## src/rtl/frdb_pkg.sv

```systemverilog
package frdb_pkg;

  localparam int SAMPLE_W  = 16;
  localparam int SQUARE_W  = 32;
  localparam int SUM_W     = 41;
  localparam int DB_W      = 7;
  localparam int FRAC_SH   = 24;
  localparam int COEF_W    = 28;
  localparam int NUM_FRAC  = 10;
  localparam int FRAC_IDX_W = 4;
  localparam int QUEUE_DEPTH = 2;

  localparam logic [DB_W-1:0] TOP_DB      = 7'd120;
  localparam logic [DB_W-1:0] FLOOR_RESET = 7'd20;
  localparam logic [DB_W-1:0] CEIL_RESET  = 7'd120;
  localparam logic [FRAC_IDX_W-1:0] LAST_FRAC = 4'd9;

  localparam logic [SUM_W-1:0] SUM_MAX = {SUM_W{1'b1}};

  // configuration register indexes
  typedef enum logic [0:0] {
    REG_FLOOR = 1'b0,
    REG_CEIL  = 1'b1
  } cfg_reg_t;

  typedef enum logic [3:0] {
    LV_IDLE   = 4'b0001,
    LV_LOAD   = 4'b0010,
    LV_SEARCH = 4'b0100,
    LV_DONE   = 4'b1000
  } lvl_state_t;

  // 10^(r/10) * 2^24, rounded; the r = 0 entry is pre-scaled by ten since
  // the 0 dB step is never tested and its first use is at 10 dB
  function automatic logic [COEF_W-1:0] load_coef(input logic [FRAC_IDX_W-1:0] r);
    logic [COEF_W-1:0] c;
    case (r)
      4'd0:    c = 28'd167772160;
      4'd1:    c = 28'd21121264;
      4'd2:    c = 28'd26590095;
      4'd3:    c = 28'd33474947;
      4'd4:    c = 28'd42142461;
      4'd5:    c = 28'd53054215;
      4'd6:    c = 28'd66791300;
      4'd7:    c = 28'd84085265;
      4'd8:    c = 28'd105857077;
      4'd9:    c = 28'd133266164;
      default: c = '0;
    endcase
    return c;
  endfunction

endpackage

```

## src/rtl/frdb_acc.sv

```systemverilog
module frdb_acc #(
  parameter int MAX_FRAME = 1024,
  parameter int CNT_W     = 11
) (
  input  logic                             clk,
  input  logic                             rst_n,
  input  logic                             take,
  input  logic signed [frdb_pkg::SAMPLE_W-1:0] sample,
  input  logic                             last_sample,
  output logic                             q_push,
  output logic [frdb_pkg::SUM_W-1:0]       q_sum,
  output logic [CNT_W-1:0]                 q_cnt
);

  logic [frdb_pkg::SUM_W-1:0]    sum_r, sum_nxt, sum_upd;
  logic [CNT_W-1:0]              cnt_r, cnt_nxt, cnt_upd;
  logic [frdb_pkg::SAMPLE_W-1:0] mag;
  logic [frdb_pkg::SQUARE_W-1:0] square;
  logic [frdb_pkg::SUM_W:0]      sum_wide;
  logic                          room;

  assign mag      = sample[frdb_pkg::SAMPLE_W-1] ? frdb_pkg::SAMPLE_W'(-sample)
                                                 : frdb_pkg::SAMPLE_W'(sample);
  assign square   = mag * mag;
  assign sum_wide = {1'b0, sum_r} + (frdb_pkg::SUM_W+1)'(square);
  assign room     = cnt_r < CNT_W'(MAX_FRAME);

  always_comb begin
    sum_upd = sum_r;
    cnt_upd = cnt_r;
    if (room) begin
      // saturate rather than wrap on very long frames
      sum_upd = sum_wide[frdb_pkg::SUM_W] ? frdb_pkg::SUM_MAX
                                           : sum_wide[frdb_pkg::SUM_W-1:0];
      cnt_upd = cnt_r + CNT_W'(1);
    end
  end

  always_comb begin
    sum_nxt = sum_r;
    cnt_nxt = cnt_r;
    if (take) begin
      if (last_sample) begin
        sum_nxt = '0;
        cnt_nxt = '0;
      end else begin
        sum_nxt = sum_upd;
        cnt_nxt = cnt_upd;
      end
    end
  end

  always_ff @(posedge clk) begin
    if (!rst_n) begin
      sum_r <= '0;
      cnt_r <= '0;
    end else begin
      sum_r <= sum_nxt;
      cnt_r <= cnt_nxt;
    end
  end

  assign q_push = take && last_sample;
  assign q_sum  = sum_upd;
  assign q_cnt  = cnt_upd;

  assert property (@(posedge clk) disable iff (!rst_n) cnt_r <= CNT_W'(MAX_FRAME))
    else $error("sample count beyond frame limit");
  assert property (@(posedge clk) disable iff (!rst_n) q_push |=> cnt_r == '0 && sum_r == '0)
    else $error("accumulators not cleared after frame end");

endmodule

```

## src/rtl/frdb_queue.sv

```systemverilog
module frdb_queue #(
  parameter int DW = 52
) (
  input  logic          clk,
  input  logic          rst_n,
  input  logic          push,
  input  logic [DW-1:0] wdata,
  output logic          full,
  input  logic          pop,
  output logic [DW-1:0] rdata,
  output logic          empty
);

  localparam int PTR_W   = $clog2(frdb_pkg::QUEUE_DEPTH);
  localparam int COUNT_W = $clog2(frdb_pkg::QUEUE_DEPTH + 1);

  logic [DW-1:0]      mem_r [frdb_pkg::QUEUE_DEPTH];
  logic [PTR_W-1:0]   wr_ptr_r, rd_ptr_r;
  logic [COUNT_W-1:0] count_r;
  logic               do_push, do_pop;

  assign full    = count_r == COUNT_W'(frdb_pkg::QUEUE_DEPTH);
  assign empty   = count_r == '0;
  assign do_push = push && !full;
  assign do_pop  = pop && !empty;
  assign rdata   = mem_r[rd_ptr_r];

  always_ff @(posedge clk) begin
    if (do_push) begin
      mem_r[wr_ptr_r] <= wdata;
    end
  end

  always_ff @(posedge clk) begin
    if (!rst_n) begin
      wr_ptr_r <= '0;
      rd_ptr_r <= '0;
      count_r  <= '0;
    end else begin
      if (do_push) begin
        wr_ptr_r <= (wr_ptr_r == PTR_W'(frdb_pkg::QUEUE_DEPTH - 1)) ? '0 : wr_ptr_r + PTR_W'(1);
      end
      if (do_pop) begin
        rd_ptr_r <= (rd_ptr_r == PTR_W'(frdb_pkg::QUEUE_DEPTH - 1)) ? '0 : rd_ptr_r + PTR_W'(1);
      end
      count_r <= count_r + COUNT_W'(do_push) - COUNT_W'(do_pop);
    end
  end

  assert property (@(posedge clk) disable iff (!rst_n)
                   count_r <= COUNT_W'(frdb_pkg::QUEUE_DEPTH))
    else $error("frame queue count overrun");
  assert property (@(posedge clk) disable iff (!rst_n) push |-> !full)
    else $error("frame request pushed into a full queue");

endmodule

```

## src/rtl/frdb_level.sv

```systemverilog
module frdb_level #(
  parameter int CNT_W = 11
) (
  input  logic                          clk,
  input  logic                          rst_n,
  input  logic                          q_empty,
  output logic                          q_pop,
  input  logic [frdb_pkg::SUM_W-1:0]    q_sum,
  input  logic [CNT_W-1:0]              q_cnt,
  input  logic [frdb_pkg::DB_W-1:0]     floor_db,
  input  logic [frdb_pkg::DB_W-1:0]     ceiling_db,
  output logic                          out_empty,
  input  logic                          out_pop,
  output logic [frdb_pkg::DB_W-1:0]     out_level_db
);

  // count times threshold stays below 2^(CNT_W+68) up to one decade past the top
  localparam int SCW    = CNT_W + 68;
  localparam int PROD_W = CNT_W + frdb_pkg::COEF_W;

  frdb_pkg::lvl_state_t state_r, state_nxt;

  logic [frdb_pkg::SUM_W-1:0]    sum_r;
  logic [CNT_W-1:0]              cnt_r;
  logic [SCW-1:0]                scaled_r [frdb_pkg::NUM_FRAC];
  logic [frdb_pkg::FRAC_IDX_W-1:0] r_r, r_nxt;
  logic [frdb_pkg::DB_W-1:0]     d_r, d_nxt;
  logic [frdb_pkg::DB_W-1:0]     lvl_r, lvl_nxt;
  logic                          out_valid_r;
  logic [frdb_pkg::DB_W-1:0]     out_level_r;

  logic [PROD_W-1:0]             prod;
  logic [SCW-1:0]                left, cur, cur_x10;
  logic                          reach;
  logic                          out_free;
  logic                          deliver;

  function automatic logic [frdb_pkg::DB_W-1:0] clamp(
    input logic [frdb_pkg::DB_W-1:0] raw,
    input logic [frdb_pkg::DB_W-1:0] lo,
    input logic [frdb_pkg::DB_W-1:0] hi
  );
    logic [frdb_pkg::DB_W-1:0] v;
    if (raw < lo) v = lo;
    else if (raw > hi) v = hi;
    else v = raw;
    return v;
  endfunction

  assign prod    = cnt_r * frdb_pkg::load_coef(r_r);
  assign left    = SCW'({sum_r, {frdb_pkg::FRAC_SH{1'b0}}});
  assign cur     = scaled_r[r_r];
  assign cur_x10 = (cur << 3) + (cur << 1);
  assign reach   = left >= cur;
  assign out_free = !out_valid_r || out_pop;
  assign deliver = (state_r == frdb_pkg::LV_DONE) && out_free;
  assign q_pop   = (state_r == frdb_pkg::LV_IDLE) && !q_empty;

  always_comb begin
    state_nxt = state_r;
    r_nxt     = r_r;
    d_nxt     = d_r;
    lvl_nxt   = lvl_r;
    unique case (state_r)
      frdb_pkg::LV_IDLE: begin
        if (!q_empty) begin
          r_nxt = '0;
          if (q_sum == '0) begin
            // silent frame reports the floor with no ceiling clamp
            lvl_nxt   = floor_db;
            state_nxt = frdb_pkg::LV_DONE;
          end else begin
            state_nxt = frdb_pkg::LV_LOAD;
          end
        end
      end
      frdb_pkg::LV_LOAD: begin
        if (r_r == frdb_pkg::LAST_FRAC) begin
          r_nxt     = frdb_pkg::FRAC_IDX_W'(1);
          d_nxt     = frdb_pkg::DB_W'(1);
          state_nxt = frdb_pkg::LV_SEARCH;
        end else begin
          r_nxt = r_r + frdb_pkg::FRAC_IDX_W'(1);
        end
      end
      frdb_pkg::LV_SEARCH: begin
        if (!reach) begin
          lvl_nxt   = clamp(d_r - frdb_pkg::DB_W'(1), floor_db, ceiling_db);
          state_nxt = frdb_pkg::LV_DONE;
        end else if (d_r == frdb_pkg::TOP_DB) begin
          lvl_nxt   = clamp(frdb_pkg::TOP_DB, floor_db, ceiling_db);
          state_nxt = frdb_pkg::LV_DONE;
        end else begin
          d_nxt = d_r + frdb_pkg::DB_W'(1);
          r_nxt = (r_r == frdb_pkg::LAST_FRAC) ? '0 : r_r + frdb_pkg::FRAC_IDX_W'(1);
        end
      end
      frdb_pkg::LV_DONE: begin
        if (out_free) begin
          state_nxt = frdb_pkg::LV_IDLE;
        end
      end
      default: state_nxt = frdb_pkg::LV_IDLE;
    endcase
  end

  always_ff @(posedge clk) begin
    if (!rst_n) begin
      state_r     <= frdb_pkg::LV_IDLE;
      out_valid_r <= 1'b0;
    end else begin
      state_r <= state_nxt;
      if (deliver) begin
        out_valid_r <= 1'b1;
      end else if (out_pop) begin
        out_valid_r <= 1'b0;
      end
    end
  end

  always_ff @(posedge clk) begin
    r_r   <= r_nxt;
    d_r   <= d_nxt;
    lvl_r <= lvl_nxt;
    if (q_pop) begin
      sum_r <= q_sum;
      cnt_r <= q_cnt;
    end
    if (deliver) begin
      out_level_r <= lvl_r;
    end
    // load count times coefficient, then advance each entry one decade once it is passed
    if (state_r == frdb_pkg::LV_LOAD) begin
      scaled_r[r_r] <= SCW'(prod);
    end else if (state_r == frdb_pkg::LV_SEARCH && reach) begin
      scaled_r[r_r] <= cur_x10;
    end
  end

  assign out_empty    = !out_valid_r;
  assign out_level_db = out_level_r;

  assert property (@(posedge clk) disable iff (!rst_n)
                   state_r == frdb_pkg::LV_SEARCH |-> d_r >= frdb_pkg::DB_W'(1)
                   && d_r <= frdb_pkg::TOP_DB && r_r <= frdb_pkg::LAST_FRAC)
    else $error("level search step out of range");
  assert property (@(posedge clk) disable iff (!rst_n)
                   out_valid_r && !out_pop |=> out_valid_r && $stable(out_level_r))
    else $error("pending level changed before it was taken");

endmodule

```

## src/rtl/frame_rms_level_db_core.sv

```systemverilog
// Frame power meter: signed 16-bit samples go in one per cycle; the sample
// flagged last closes the frame and yields one level, floor(10*log10(mean
// square)) in whole dB, clamped to [floor_db, ceiling_db]; a silent frame
// reports floor_db. Samples are accepted every cycle while in_full is low.
// Closed frames wait in a two-entry queue for the level unit, which walks
// the dB thresholds one step a cycle: it fetches the frame, loads the
// count-scaled coefficients, compares up to a level L (at most 120), then
// hands the result to the output register once that is free; a silent
// frame goes from fetch straight to handover. in_full rises only when
// frames end faster than the level unit drains them and the queue is full.
module frame_rms_level_db_core #(
  parameter int MAX_FRAME = 1024
) (
  input  logic                                 clk,
  input  logic                                 rst_n,
  input  logic                                 in_push,
  output logic                                 in_full,
  input  logic signed [frdb_pkg::SAMPLE_W-1:0] in_sample,
  input  logic                                 in_last_sample,
  output logic                                 out_empty,
  input  logic                                 out_pop,
  output logic [frdb_pkg::DB_W-1:0]            out_level_db,
  input  logic                                 cfg_wr_en,
  input  logic [0:0]                           cfg_index,
  input  logic [frdb_pkg::DB_W-1:0]            cfg_wdata
);

  localparam int CNT_W = $clog2(MAX_FRAME + 1);
  localparam int QW    = frdb_pkg::SUM_W + CNT_W;

  logic [frdb_pkg::DB_W-1:0] floor_r, ceil_r;
  logic                      take;
  logic                      acc_push;
  logic [frdb_pkg::SUM_W-1:0] acc_sum, q_sum;
  logic [CNT_W-1:0]           acc_cnt, q_cnt;
  logic [QW-1:0]              q_rdata;
  logic                       q_full, q_empty, q_pop;

  always_ff @(posedge clk) begin
    if (!rst_n) begin
      floor_r <= frdb_pkg::FLOOR_RESET;
      ceil_r  <= frdb_pkg::CEIL_RESET;
    end else if (cfg_wr_en) begin
      unique case (cfg_index)
        frdb_pkg::REG_FLOOR: floor_r <= cfg_wdata;
        frdb_pkg::REG_CEIL:  ceil_r  <= cfg_wdata;
        default: ;
      endcase
    end
  end

  assign in_full = q_full;
  assign take    = in_push && !q_full;

  frdb_acc #(
    .MAX_FRAME(MAX_FRAME),
    .CNT_W    (CNT_W)
  ) u_acc (
    .clk        (clk),
    .rst_n      (rst_n),
    .take       (take),
    .sample     (in_sample),
    .last_sample(in_last_sample),
    .q_push     (acc_push),
    .q_sum      (acc_sum),
    .q_cnt      (acc_cnt)
  );

  frdb_queue #(
    .DW(QW)
  ) u_queue (
    .clk  (clk),
    .rst_n(rst_n),
    .push (acc_push),
    .wdata({acc_sum, acc_cnt}),
    .full (q_full),
    .pop  (q_pop),
    .rdata(q_rdata),
    .empty(q_empty)
  );

  assign q_sum = q_rdata[QW-1:CNT_W];
  assign q_cnt = q_rdata[CNT_W-1:0];

  frdb_level #(
    .CNT_W(CNT_W)
  ) u_level (
    .clk         (clk),
    .rst_n       (rst_n),
    .q_empty     (q_empty),
    .q_pop       (q_pop),
    .q_sum       (q_sum),
    .q_cnt       (q_cnt),
    .floor_db    (floor_r),
    .ceiling_db  (ceil_r),
    .out_empty   (out_empty),
    .out_pop     (out_pop),
    .out_level_db(out_level_db)
  );

endmodule
```

## config.mk

```make
export PLATFORM = sky130hd
export DESIGN_NAME = frame_rms_level_db_core
export DESIGN_NICKNAME = d
export VERILOG_FILES = /design/src/rtl/frdb_pkg.sv /design/src/rtl/frdb_acc.sv /design/src/rtl/frdb_queue.sv /design/src/rtl/frdb_level.sv /design/src/rtl/frame_rms_level_db_core.sv
export SDC_FILE = /design/constraint.sdc
export NUM_CORES = 2
export LEC_CHECK = 0
export BUFFER_PORTS_ARGS = -buffer_cell sky130_fd_sc_hd__buf_2
export CORE_ASPECT_RATIO = 0.9
export CORE_MARGIN = 2
export CORE_UTILIZATION = 59
export DETAILED_ROUTE_END_ITERATION = 12
export GPL_TIMING_DRIVEN = 0
export PLACE_DENSITY = 0.8
export SYNTH_ARGS = -nofsm -noshare
export SYNTH_HDL_FRONTEND = slang
export SYNTH_HIERARCHICAL = 1
export SYNTH_SLANG_ARGS = --single-unit
```

## constraint.sdc

```tcl
create_clock -name clk -period 21.5 [get_ports clk]
set_clock_uncertainty 0.15 [all_clocks]
set_input_delay 3.225 -clock clk [delete_from_list [all_inputs] [get_ports clk]]
set_output_delay 3.225 -clock clk [all_outputs]
set_load 0.02 [all_outputs]
```

# ---- Word-level counts from Yosys, hierarchy flattened
# Memories as Yosys holds them, arrays and structs flattened. A register that Yosys moved wholly into a read port is not among the register bits.
# Cells that the tools add are included.
dict set report totals {
  in_bits 30
  n_memories 3
  ramBits 894
  register_bits 152
  elab_cells 124
  output_inout_bits 9
  romBits 448
}
# memory depth word_bits rd rd_clocked_by_memory_dff wr line
set memory_table {}
lappend memory_table {u_level.scaled_r 10 79 1 1 1 frdb_level.sv:25} ;# logic [SCW-1:0] scaled_r [frdb_pkg::NUM_FRAC];
lappend memory_table {{(no name shown)} 16 28 1 1 0 frdb_pkg.sv:37} ;# case (r)
lappend memory_table {u_queue.mem_r 2 52 1 1 1 frdb_queue.sv:17} ;# logic [DW-1:0] mem_r [frdb_pkg::QUEUE_DEPTH];
dict set report classes {
  n_mux 48
  eq_ne 14
  bitwise 2
  add_sub_neg 11
  multipliers 2
  n_reduce_logical 23
  n_lt_le_gt_ge 6
}
# operator n
set op_table {}
lappend op_table {{$mux W41} 3}
lappend op_table {{$add A79 B79 Y79} 1}
lappend op_table {{$ge A65 B79 Y1} 1}
lappend op_table {{$mux W79} 1}
lappend op_table {{$mux W7} 11}
lappend op_table {{$mux W4} 13}
lappend op_table {{$add A41 B32 Y42} 1}
lappend op_table {{$logic_not A41 Y1} 1}
lappend op_table {{$mul A11 B28 Y39} 1}
lappend op_table {{$mul A16 B16 Y32} 1}
lappend op_table {{$pmux W7 S2} 2}
lappend op_table {{$mux W11} 2}
lappend op_table {{$mux W16} 1}
lappend op_table {{$neg A16 Y16} 1}
lappend op_table {{$pmux W4 S4} 1}
lappend op_table {{$reduce_and A4 Y1} 4}
lappend op_table {{$mux W1} 13}
lappend op_table {{$pmux W4 S3} 1}
lappend op_table {{$add A11 B1 Y11 const B} 1}
lappend op_table {{$lt A11 B11 Y1 const B} 1}
lappend op_table {{$eq A4 B4 Y1 const B} 2}
lappend op_table {{$add A7 B1 Y7 const B} 1}
lappend op_table {{$eq A7 B7 Y1 const B} 1}
lappend op_table {{$gt A7 B7 Y1} 1}
lappend op_table {{other kinds (24)} 40}

# ---- Longest topological paths before layout
dict set report logic_depth {
  word_depth 7
  depth_mapped 33
  mapped_depth_nobuf 29
}

# ---- Cells and area by module
# Netlist, hierarchy kept.
# module instances cells_per_inst area_per_inst_um2 seq_area_each_um2
set modules_own_cells {}
lappend modules_own_cells {frdb_level 1 3865 51049.0 26755.7}
lappend modules_own_cells {frdb_acc 1 1371 11558.6 1041.0}
lappend modules_own_cells {frdb_queue 1 189 4241.6 3223.1}
lappend modules_own_cells {frame_rms_level_db_core 1 64 589.3 280.3}

# ---- Worst setup path before layout
# No wires, ideal clock.
dict set report synth_timing {
  kind {flip-flop to flip-flop}
  startpoint {reg with a tool-made name}
  endpoint {mem u_level/scaled_r[0][0] (netlist bit) (enable)}
  n_path_buf 9
  required_time_ns 20.736
  period_less_slack_ns 11.569
  setup_time_ns 0.614
  stages_incl_launch_ff 25
  slack_ns 9.931
  t_arrival_ns 10.805
  cell_sequence {dfxtp_1 -> buf_6 -> buf_12 -> buf_8 -> buf_4 -> buf_6 -> buf_2 -> buf_1 -> buf_2 -> mux4_2 -> mux2_2 -> o21ai_0 -> ha_1 -> nand4_1 -> or2_2 -> or4_1 -> nor3_1 -> nand3_1 -> nor4_1 -> o41a_1 -> buf_6 -> and2_1 -> nor2_1 -> or3_1 -> nor3_1}
}
# element line
set synth_rtl {}
lappend synth_rtl {{end, declared} frdb_level.sv:25}

# ---- Worst setup path after layout
dict set report layout_timing {
  startpoint {in in_sample[0] (netlist bit)}
  endpoint {mem u_queue.mem_r[1][37] (data pin)}
}
dict set report layout_between {
  elab_chain_len 6
}
# element line
set layout_rtl {}
lappend layout_rtl {{start, declared} frame_rms_level_db_core.sv:18} ;# input logic signed [frdb_pkg::SAMPLE_W-1:0] in_sample,
lappend layout_rtl {{$neg A16 Y16} frdb_acc.sv:22} ;# assign mag = sample[frdb_pkg::SAMPLE_W-1] ? frdb_pkg::SAMPLE_W'(-sample)
lappend layout_rtl {{$mux W16 *} frdb_acc.sv:22}
lappend layout_rtl {{$mul A16 B16 Y32 *} frdb_acc.sv:24} ;# assign square = mag * mag;
lappend layout_rtl {{$add A41 B32 Y42 *} frdb_acc.sv:25} ;# assign sum_wide = {1'b0, sum_r} + (frdb_pkg::SUM_W+1)'(square);
lappend layout_rtl {{$mux W41 *} frdb_acc.sv:33} ;# sum_upd = sum_wide[frdb_pkg::SUM_W] ? frdb_pkg::SUM_MAX
lappend layout_rtl {{$mux W41 *} frdb_acc.sv:31} ;# if (room) begin
lappend layout_rtl {{net acc_sum (one bit)} frame_rms_level_db_core.sv:34} ;# logic [frdb_pkg::SUM_W-1:0] acc_sum, q_sum;
lappend layout_rtl {{end, declared} frdb_queue.sv:17}
# Mark *: on every way through the listed nets, which the timed path passes. The rest lies on a longest branch.

==> impl_metrics.py <==
metrics = {
    "run_status": {
        "status": "complete, no violations",
    },
    "timing": {
        "maxSlewViolCount": 0,
        "min_period_over_period_pct": 56.77,
        "slew_headroom_pct": 6.992,
        "finalSetupViolCount": 0,
        "max_freq_mhz": 81.92,
        "rsz0062_at_grt": "false",
        "tns_ps": 0,
        "period_needed_ps": 12210,
        "tightest_slew_ps": 1384,
        "hold_viol_final": 0,
    },
    "worst_setup_path": {
        "max_stage_delay_ps": 810,
        "crit_required_ps": 21830,
        "r2r_slack_ps": 9450,
        "critPathKind": "primary input to register",
        "slowest_stage": "xor2_1",
        "cp-start-kind": "primary input",
        "crit_fanout": 10,
        "critPathCaptureType": "register",
        "critical_path_arrival_ps": 12530,
        "crit_path_frequent_cell": "inv_1",
    },
    "clocking": {
        "cts_sinks": 1078,
        "worstSkewPairLatency_ps": 730,
        "cts_tree": "built",
        "clk_pin_slew_worst_paths_ps": 60,
        "root_buffer": "clkbuf_16",
        "clk_path_buf_depth": 3,
        "holdBufCountCts": 0,
        "cts_resized": 0,
        "htreeDepth": 3,
        "cts_buffers": 102,
        "cts_setup_buffers": 0,
    },
    "routing": {
        "vias_per_cell": 6.148,
        "drtIter0Drc": 4907,
        "num_vias": 44680,
        "wl_per_cell_um": 23.61,
        "drtPass1Iterations": 6,
        "drc_errors": 0,
        "wirelength_um": 171600,
        "drtAntennaViolNets": 0,
    },
    "synthesis": {
        "netlist_area_um2": 67440,
        "yosys_warnings": 6,
        "synthCells": 5489,
        "synth_area_per_cell_um2": 12.29,
        "yosysUniqueCellTypes": 108,
        "synth_ff_type": "edfxtp_1",
        "ys_ff_latch": 1078,
        "seq_area_frac_synth_pct": 46.41,
        "synthArstFlopShare_pct": 0,
        "synth_edf_count": 971,
    },
    "cells_and_area": {
        "fin_nets": 6481,
        "fin_util_pct": 65.10,
        "areaGrowthSynthToFinish_pct": 9.384,
        "layout-drive-gt1-share_pct": 11.71,
    },
    "global_route": {
        "grt_pass1_wl_um": 264900,
        "grt_antenna_before_repair": 2,
        "grt_util_met3_pct": 5.821,
        "grt_max_degree": 40,
        "grt.busiest_layer": "met2",
        "use_met1_pct": 41.56,
        "grt_overflow": 0,
        "grt_usage_pct": 29.47,
        "first_global_vias": 45190,
        "grt_use_met2_pct": 46.60,
    },
    "floorplanning": {
        "num_rows": 117,
        "die_area_um2": 117000,
        "start_util_pct": 59.52,
        "design.core.area_um2": 113300,
        "dieHeight_um": 324.7,
        "ios": 39,
        "dieWidth_um": 360.4,
    },
    "place": {
        "globalplace.congestion": 0.9548,
        "dp_hpwl_um": 127400,
        "place.port_buffers": 36,
    },
    "flow_run": {
        "drv_cap": 0,
    },
    "hold_path": {
        "min_path_type": "register to register",
    },
}
through the flow:
stage,instance area (um2),hold slack [ps],cells,setup WS [ps]
finish,73770,268.5,7268,9293
global route,73760,278.8,7267,8961
CTS,73750,269.3,7266,9615
detailed placement,70540,254.5,7079,8873
global placement,69510,253.5,7021,45.90
floorplan,67470,250.3,5498,9931
cell usage in the layout (no fill, tap or decap), types with 26 or more instances in the layout:
master,Yosys,layout
o21bai_1,33,33
nor2b_1,37,36
clkbuf_1,157,178
mux2i_1,161,161
buf_6,17,45
a21oi_1,232,232
a22o_1,33,33
xnor2_1,88,88
a31oi_1,26,26
a211oi_1,28,28
o21ai_0,156,153
nand2b_1,34,34
mux2_2,87,87
nand2_1,482,482
a21o_1,114,114
clkbuf_16,0,102
edfxtp_1,971,971
nor2_1,273,265
nor3_1,52,49
dfxtp_1,107,107
and2_1,125,125
inv_1,693,693
nand3_1,62,62
buf_12,10,30
buf_2,37,73
nand4_1,53,53
o31ai_1,27,27
ha_1,326,326
mux2_4,50,50
xor2_1,64,64
fa_1,428,428
mux4_2,129,129
and3_1,34,33
o21a_1,34,34
flip-flops by register name (all words and copies together) (netlist names), 2 cells and up, named ones only:
name                  cells
ceil_r                    7
floor_r                   7
u_acc/cnt_r              11
u_acc/sum_r              41
u_level/cnt_r            11
u_level/d_r               7
u_level/lvl_r             7
u_level/out_level_db      7
u_level/r_r               4
u_level/scaled_r        790
u_level/state_r           4
u_level/sum_r            41
u_queue/count_r           2
u_queue/mem_r           104
cells by family (layout without fill, tap and decap cells):
kind of cell,after synthesis,after routing,share of synthesized area [%]
fa+ha+maj,754,754,18.75
flops,1078,1078,46.41
mux,435,435,9.570
buf+inv,952,1234,5.911
simple gates,1253,1253,8.759
other cells,2,12,0.01114
xor+xnor,153,153,1.998
compound gates,862,862,8.585
routing by layer:
layer  wire (um)  part of all wire [%]
met4        5313                   3.1
met3       16570                   9.7
met5          13                0.0076
met1       70200                    41
met2       79470                    46
cells in the mapped netlist (12+ instances only):
cell type	count	area (um2)
a211oi_1	28	210.2
a21oi_1	232	1161
or2_2	13	81.33
dfxtp_1	107	2142
and2_1	125	782.0
xnor2_1	88	770.7
or3_1	16	100.1
and3_1	34	212.7
a21boi_0	13	97.59
mux2_2	87	979.7
inv_1	693	2601
o21bai_1	33	247.7
buf_6	17	191.4
nand3_1	62	310.3
clkbuf_1	157	589.3
nand2b_1	34	212.7
nor4_1	23	143.9
mux4_2	129	2905
ha_1	326	4079
o22ai_1	12	75.07
a21o_1	114	855.8
mux2_4	50	750.7
a22o_1	33	289.0
nand4_1	53	331.6
o21a_1	34	255.2
fa_1	428	8568
buf_1	16	60.06
a31oi_1	26	162.7
o31ai_1	27	202.7
nor3_1	52	260.3
nor2b_1	37	231.5
nand2_1	482	1809
edfxtp_1	971	29160
buf_2	37	185.2
o21ai_0	156	780.8
nor2_1	273	1025
mux2i_1	161	1612
o211ai_1	19	142.6
xor2_1	64	560.5
final cells by class:
class,instances,area [um2]
diodes,1,2.502
plain buffers,250,1346
clock buffers,127,2686
clock inverters,60,521.8
fillers,8272,39540
inverters,702,2640
multi-input cells,3468,32280
flip-flops and latches,1078,31300
well taps,1487,1861
repair buffers,95,1134
critical path: cells and delay by family:
family | cells | cell delay [ps]
xor gates and xnor gates | 1 | 810
adders and majority gates | 8 | 3610
buffers and inverters | 12 | 2030
and+or+nand+nor | 4 | 610
AOI/OAI and AO/OA | 6 | 2210
worst paths after layout:
| path | startpoint | end | cells past startpoint |
|---|---|---|---|
| worst min register to register | u_level/lvl_r[0] | u_level/out_level_db[0] | 0 |
| worst min-delay path | u_level/lvl_r[0] | u_level/out_level_db[0] | 0 |
| worst max-delay path | in_sample[0] | u_queue/mem_r[1][37] | 31 |
| worst max register to register | register | u_level/scaled_r[0][62] | 30 |
Power is not shown: default switching activity piles up to over one toggle a cycle in this logic, so the estimate is an artifact.
